## config.mk

```make
export PLATFORM = sky130hd
export DESIGN_NAME = tgoa_ctrl
export DESIGN_NICKNAME = d
export VERILOG_FILES = /design/src/tgoa_pkg.sv /design/src/tgoa_ctrl.sv
export SDC_FILE = /design/constraint.sdc
export NUM_CORES = 1
export LEC_CHECK = 0
export BUFFER_PORTS_ARGS = -buffer_cell sky130_fd_sc_hd__clkbuf_2
export CAP_MARGIN = 20
export CORE_MARGIN = 3
export CORE_UTILIZATION = 47
export CTS_CLUSTER_DIAMETER = 200
export CTS_CLUSTER_SIZE = 14
export DETAILED_ROUTE_END_ITERATION = 12
export PLACE_DENSITY = 0.67
export SYNTH_ARGS = -nofsm -noshare
export SYNTH_HDL_FRONTEND = slang
export SYNTH_SLANG_ARGS = --single-unit
```

## constraint.sdc

```tcl
create_clock -name clk -period 1.5 [get_ports clk]
set_input_delay 0.15 -clock clk [delete_from_list [all_inputs] [get_ports clk]]
set_output_delay 0.15 -clock clk [all_outputs]
set_load 0.05 [all_outputs]
```

## src/tgoa_pkg.sv

```systemverilog
// Shared types and codes for the toroidal grid occupancy and adjacency block.
// Used by tgoa_ctrl, tgoa_dp and the top level; depends on nothing else.
`default_nettype none

package tgoa_pkg;

  // Fixed field widths of the external interface.
  localparam int FUNC_W    = 2;
  localparam int COORD_W   = 4;
  localparam int SIZE_W    = 5;
  localparam int STATUS_W  = 2;
  localparam int CNT_OUT_W = 16;
  localparam int OCC_W     = 13;
  localparam int PAIR_W    = 15;
  localparam int CFG_IDX_W = 2;

  // Operation codes.
  localparam logic [FUNC_W-1:0] FN_ADD    = 2'd0;
  localparam logic [FUNC_W-1:0] FN_REMOVE = 2'd1;
  localparam logic [FUNC_W-1:0] FN_CLEAR  = 2'd2;

  // Result status codes.
  localparam logic [STATUS_W-1:0] ST_OK    = 2'd0;
  localparam logic [STATUS_W-1:0] ST_EMPTY = 2'd1;
  localparam logic [STATUS_W-1:0] ST_RANGE = 2'd2;
  localparam logic [STATUS_W-1:0] ST_FULL  = 2'd3;

  // Configuration register indexes.
  localparam logic [CFG_IDX_W-1:0] CFG_SIZE_X = 2'd0;
  localparam logic [CFG_IDX_W-1:0] CFG_SIZE_Y = 2'd1;
  localparam logic [CFG_IDX_W-1:0] CFG_SIZE_Z = 2'd2;

  // Read phases: each phase reads two counters from the memory.
  localparam logic [1:0] PH_CENTER_XP = 2'd0;
  localparam logic [1:0] PH_XM_YP     = 2'd1;
  localparam logic [1:0] PH_YM_ZP     = 2'd2;
  localparam logic [1:0] PH_ZM        = 2'd3;

  // Commands from the controller to the datapath.
  typedef struct packed {
    logic       load;
    logic       sweep;
    logic       rd_en;
    logic [1:0] phase;
    logic       finish;
  } dp_cmd_t;

  // Status from the datapath to the controller.
  typedef struct packed {
    logic sweep_last;
    logic out_free;
  } dp_stat_t;

endpackage

`default_nettype wire

```

## src/tgoa_ctrl.sv

```systemverilog
// Controller state machine of the toroidal grid occupancy block.
// Depends on tgoa_pkg; drives the command struct of tgoa_dp.
`default_nettype none

module tgoa_ctrl import tgoa_pkg::*; (
  input  wire logic              clk,
  input  wire logic              rst,
  input  wire logic              in_valid,
  input  wire logic [FUNC_W-1:0] func,
  output logic                   in_stall,
  input  wire dp_stat_t          stat,
  output dp_cmd_t                cmd
);

  typedef enum logic [7:0] {
    S_INIT = 8'b0000_0001,
    S_IDLE = 8'b0000_0010,
    S_CLR  = 8'b0000_0100,
    S_RD0  = 8'b0000_1000,
    S_RD1  = 8'b0001_0000,
    S_RD2  = 8'b0010_0000,
    S_RD3  = 8'b0100_0000,
    S_FIN  = 8'b1000_0000
  } state_t;

  state_t state;
  state_t state_next;

  // State register.
  always_ff @(posedge clk) begin
    if (rst) begin
      state <= S_INIT;
    end else begin
      state <= state_next;
    end
  end

  // Next state and commands.
  always_comb begin
    state_next = state;
    cmd        = '0;
    in_stall   = 1'b1;
    unique case (state)
      S_INIT: begin
        cmd.sweep = 1'b1;
        if (stat.sweep_last) begin
          state_next = S_IDLE;
        end
      end
      S_IDLE: begin
        in_stall = 1'b0;
        if (in_valid) begin
          cmd.load   = 1'b1;
          state_next = (func == FN_CLEAR) ? S_CLR : S_RD0;
        end
      end
      S_CLR: begin
        cmd.sweep = 1'b1;
        if (stat.sweep_last) begin
          state_next = S_FIN;
        end
      end
      S_RD0: begin
        cmd.rd_en  = 1'b1;
        cmd.phase  = PH_CENTER_XP;
        state_next = S_RD1;
      end
      S_RD1: begin
        cmd.rd_en  = 1'b1;
        cmd.phase  = PH_XM_YP;
        state_next = S_RD2;
      end
      S_RD2: begin
        cmd.rd_en  = 1'b1;
        cmd.phase  = PH_YM_ZP;
        state_next = S_RD3;
      end
      S_RD3: begin
        cmd.rd_en  = 1'b1;
        cmd.phase  = PH_ZM;
        state_next = S_FIN;
      end
      S_FIN: begin
        if (stat.out_free) begin
          cmd.finish = 1'b1;
          state_next = S_IDLE;
        end
      end
      default: begin
        state_next = S_INIT;
      end
    endcase
  end

  // An accepted item always starts either the read sequence or a clear sweep.
  a_accept_starts: assert property (@(posedge clk) disable iff (rst)
    (in_valid && !in_stall) |=> (state == S_RD0 || state == S_CLR))
    else $error("accepted item did not start processing");

  // The result stage is entered only from the last read, a clear sweep or itself.
  a_fin_entry: assert property (@(posedge clk) disable iff (rst)
    (state == S_FIN) |-> $past(state == S_RD3 || state == S_CLR || state == S_FIN))
    else $error("result stage entered from an unexpected state");

  // Memory reads never coincide with a memory write.
  a_no_rw_overlap: assert property (@(posedge clk) disable iff (rst)
    cmd.rd_en |-> (!cmd.sweep && !cmd.finish))
    else $error("read issued together with a write");

endmodule

`default_nettype wire

```

==> metrics.md, run 1 <==
| Metric | Value |
|---|---|
| Status | `did not finish` |
| Failing step | `global routing (5_1_grt)` |
| First Err | `[ERROR DPL-0033] detailed placement checks failed during check placement.` |
| Area contributors post-synth | `dfxtp_1, xor2_1, nor3_1, nor2_1, buf_6` |
| FFs w/ async S/R, synth | `0` |
| Simple-gate share of the synthesized area | `0.430` |
| Post-synth cell types | `39` |
| Net count after synthesis | `83` |
| Dominant synthesized flop cell | `dfxtp_1` |
| Starting Density | `0.541` |
| Worst endpoint type | `output port` |
| Post-synthesis mux area share | `0` |
| XOR/XNOR Fraction of Synth Area | `0.0809` |
| Cell taking the most area after synthesis | `dfxtp_1` |
| Place WS | `-0.0877 ns` |
| Ys Warns | `0` |
| Rows | `12` |
| I/O Buffers | `13` |
| Die Ht | `43.2 microns` |
| Post-Syn Instances | `76` |
| Ports | `14` |
| Sequential cell area fraction in the yosys report | `0.247` |
| Largest family of logic cells by synthesized area | `simple AND/OR/NAND/NOR gates` |
| Num CTS Buffers | `3` |
| Largest net degree at the start of global routing | `11` |
| Initial antenna violation count | `0` |
| RePlAce Congestion | `0.888` |
| Max clock buf depth | `2` |
| H-tree Lvls | `1` |
| Placed cell area | `921 sq um` |
| GRT worst endpoint | `cmd[2]` |
| Cell Area, Synth | `649 sq um` |
| Adder-Cell Fraction of Synth Area | `0` |
| CTS root buf | `clkbuf_4` |
| Top-area cell type share of the netlist area | `0.247` |
| DP HPWL | `1.27 mm` |
| CTS Sinks | `8` |
| Synth Area in Compound Gates | `0.137` |
| Synth Area per Inst | `8.54 sq um` |
| Flip-flop and latch count after synthesis | `8` |
| Width of the die | `43.2 microns` |
| Post-synth EDFFs | `0` |
==> synthesized netlist by cell type, types with 3 or more instances <==
cell type and instances:
dfxtp_1 8, buf_2 4, nor3_1 6, a21oi_1 3, xor2_1 4, nand2_1 3, nor2_1 7
==> stage by stage <==
| stage | utilization | std cells |
|---|---|---|
| after global placement | 0.767 | 118 |
| after CTS | 0.882 | 124 |
| after detailed placement | 0.767 | 118 |
| after floorplan | - | 76 |
==> kinds of logic after synthesis <==
logic type	count (synthesis)
DFF	8
xor gates and xnor gates	6
buffers and inverters	11
AOI/OAI and AO/OA	12
and+or+nand+nor	39
==> what timing repair did <==
item	4_1_cts
resized for setup	22
setup endpoints to repair	10
hold buffers	0
pin swaps	7
buffers inserted	3
==> run 2, diff against run 1 <==
- CORE_AREA: unset -> 3 3 64 66
- CORE_MARGIN: 3 -> unset
- CORE_UTILIZATION: 47 -> unset
- CTS_CLUSTER_DIAMETER: 200 -> unset
- CTS_CLUSTER_SIZE: 14 -> unset
- DIE_AREA: unset -> 0 0 67 69
- PLACE_DENSITY: 0.67 -> unset
- PLACE_DENSITY_LB_ADDON: unset -> 0.15
==> metrics.md, run 2 <==
| Metric | Value |
|---|---|
| Status | `complete, but fails checks` |
| Failing checks | `negative setup slack` |
| Net count after synthesis | `83` |
| Commonest non-fill, non-tap cell in the layout | `buf_4` |
| First-pass GRT wire length | `3.20 mm` |
| Most common cell in the synthesized netlist | `dfxtp_1` |
| # hold bufs at CTS | `0` |
| Ys Warns | `0` |
| Top cells by count, synth | `dfxtp_1, nor2_1, nor3_1` |
| I/O Buffers | `13` |
| Setup CP Type | `flop to primary output` |
| Sequential cell area fraction in the yosys report | `0.247` |
| Worst IR Drop VDD | `499 uV` |
| RSZ-0062 raised after global routing | `yes` |
| Most frequent cells in the layout | `buf_4, clkbuf_2, buf_12` |
| Reg clk slew, reported paths | `0.04 ns` |
| Largest Register | `state` |
| Place WS | `-0.0588 ns` |
| Reg2reg path depth | `5` |
| Count of final max-slew check failures | `0` |
| Hold_sp | `func[1]` |
| Final Critical Period | `1.78 ns` |
| Fillers | `386` |
| Die area | `0.00462 sq mm` |
| Crit path capture type | `primary output` |
| Pwr dens | `1200 mW/mm^2` |
| Worst reg-to-reg setup slack | `-0.10 ns` |
| Rel. slew slack | `0.765` |
| Width of the die | `67 microns` |
| Gate power share | `0.652` |
| WHS Path Cells | `3` |
| Hold_ws | `0.235 ns` |
| Worst-margin pin slew | `0.351 ns` |
| Final Skew | `0.00301 ns` |
| Worst R2R End | `state[5]` |
| Fmax | `560 MHz` |
| Ports | `14` |
| RePlAce Congestion | `0.723` |
| Psw | `0.596 mW` |
| Starting DRT DRC Count | `7` |
| P_int | `0.959 mW` |
| Vias | `703` |
| Synth Area per Inst | `8.54 sq um` |
| Worst Setup Slack, final | `-0.285 ns` |
| Worst r2r src | `state[1]` |
| Startpoint types | `flop` |
| Cell taking the most area after synthesis | `dfxtp_1` |
| Worst Path Required | `1.35 ns` |
| Top flop regs | `state: 8 flops` |
| Inst Count DP | `152` |
| Clock share of power | `0.171` |
| Die Ht | `69 microns` |
| Antenna diodes | `0` |
| Count of final hold-check violations | `0` |
| Post-Syn Instances | `76` |
| DP HPWL | `1.48 mm` |
| Dominant synthesized flop cell | `dfxtp_1` |
| FFs w/ async S/R, synth | `0` |
| Drt first pass iters | `4` |
| FF+latch area | `168 sq um` |
| CTS tree | `yes` |
| Fin cells | `168` |
| Tot GR Track Use | `0.0901` |
| Leakage | `0.528 nW` |
| Largest net degree at the start of global routing | `11` |
| Nets | `129` |
| Initial antenna violation count | `0` |
| Num CTS Buffers | `3` |
| Post-synth cell types | `39` |
| Via density | `4.18` |
| Starting Density | `0.179` |
| Crit path arrival time | `1.63 ns` |
| TNS Setup | `-1.74 ns` |
| Layout cell share with drive strength beyond 1 | `0.692` |
| Rows | `22` |
| Total gr overflow | `0` |
| CTS Sinks | `8` |
| Sequential share of power | `0.178` |
| HP Class | `input port to flop` |
| Drt drc | `0` |
| # setup viols final | `12` |
| WHS Endpoint | `state[2]` |
| Final wirelength | `1.98 mm` |
| Area contributors post-synth | `dfxtp_1, xor2_1, nor3_1, nor2_1, buf_6` |
| Multi-input gate area | `567 sq um` |
| CTS root buf | `clkbuf_8` |
| Top-area cell type share of the netlist area | `0.247` |
| Critical path fanouts, max | `3` |
| Max clock buf depth | `2` |
| Switching part of the total | `0.383` |
| Largest register FFs | `8` |
| Core area | `0.00363 sq mm` |
| Cell Area, Synth | `649 sq um` |
| Clock latency on the worst-skew pair | `0.23 ns` |
| Flip-flop and latch count after synthesis | `8` |
| H-tree Lvls | `1` |
| Max-cap violation count | `0` |
| Area delta synth->final | `99.8%` |
| Vias in the first global route | `662` |
| WL/cell | `11.8 microns` |
| Tcrit/Tclk final | `1.19` |
| Post-synth EDFFs | `0` |
| Antenna-violating nets left | `0` |
## run 2: worst max-delay path, cell delays in order, from the launching register on
cell	delay [ns]
dfxtp_2	0.31
or2_1	0.23
or4_4	0.48
nor3_4	0.22
buf_12	0.16
## run 2: logic make-up after synthesis
group / synth area share
and+or+nand+nor: 0.430
AOI/OAI and AO/OA: 0.137
buffers and inverters: 0.106
DFF: 0.247
xor gates and xnor gates: 0.0809
## run 2: cell type report
class,count,share of cell area
repair buffers,50,0.350
flip-flops and latches,8,0.129
inverters,2,0.00579
well taps,48,0.0463
multi-input cells,57,0.437
clock buffers,3,0.0318
## run 2: worst max path at each step
stage                     startpoint        to  slack [ns]  cells past startpoint
after floorplan             state[1]    cmd[1]       -0.24                      4
after global placement      state[4]  state[2]       -0.08                      4
after detailed placement    state[1]    cmd[1]       -0.06                      4
after CTS                   state[1]    cmd[1]       -0.30                      4
after global routing        state[1]    cmd[1]       -0.34                      4
final                       state[1]    cmd[1]       -0.28                      4
## run 2: per-stage QoR
stage	utilization	cell area, sq um	total power [mW]
floorplan	-	699	0.743
CTS	0.315	1140	1.40
detailed placement	0.282	1020	1.04
finish	0.357	1300	1.56
global route	0.357	1300	1.64
global placement	0.282	1020	1.05
## run 2: metal layers
metal  GRT usage  vias up  wire length, microns
li1            -      362                     -
met4      0.0203        0                    13
met2       0.128       11                   976
met3      0.0375        4                    82
met5           0        -                     0
met1       0.126      326                   906
## run 2: power groups by stage
stage | clock network, mW | registers, mW | logic [mW]
after floorplan | 0 | 0.250 | 0.493
after global placement | 0 | 0.273 | 0.776
after detailed placement | 0 | 0.272 | 0.765
after CTS | 0.274 | 0.272 | 0.855
after global routing | 0.279 | 0.282 | 1.08
final | 0.266 | 0.276 | 1.01
## run 2: timing repair
action                     4_1_cts  5_1_grt
buffers inserted                 3       10
gates resized for setup         12       19
cloned                           0        0
setup endpoints to repair       10       14
pin swaps                        8       11
Note: power is estimated with default switching activity, not from simulation.
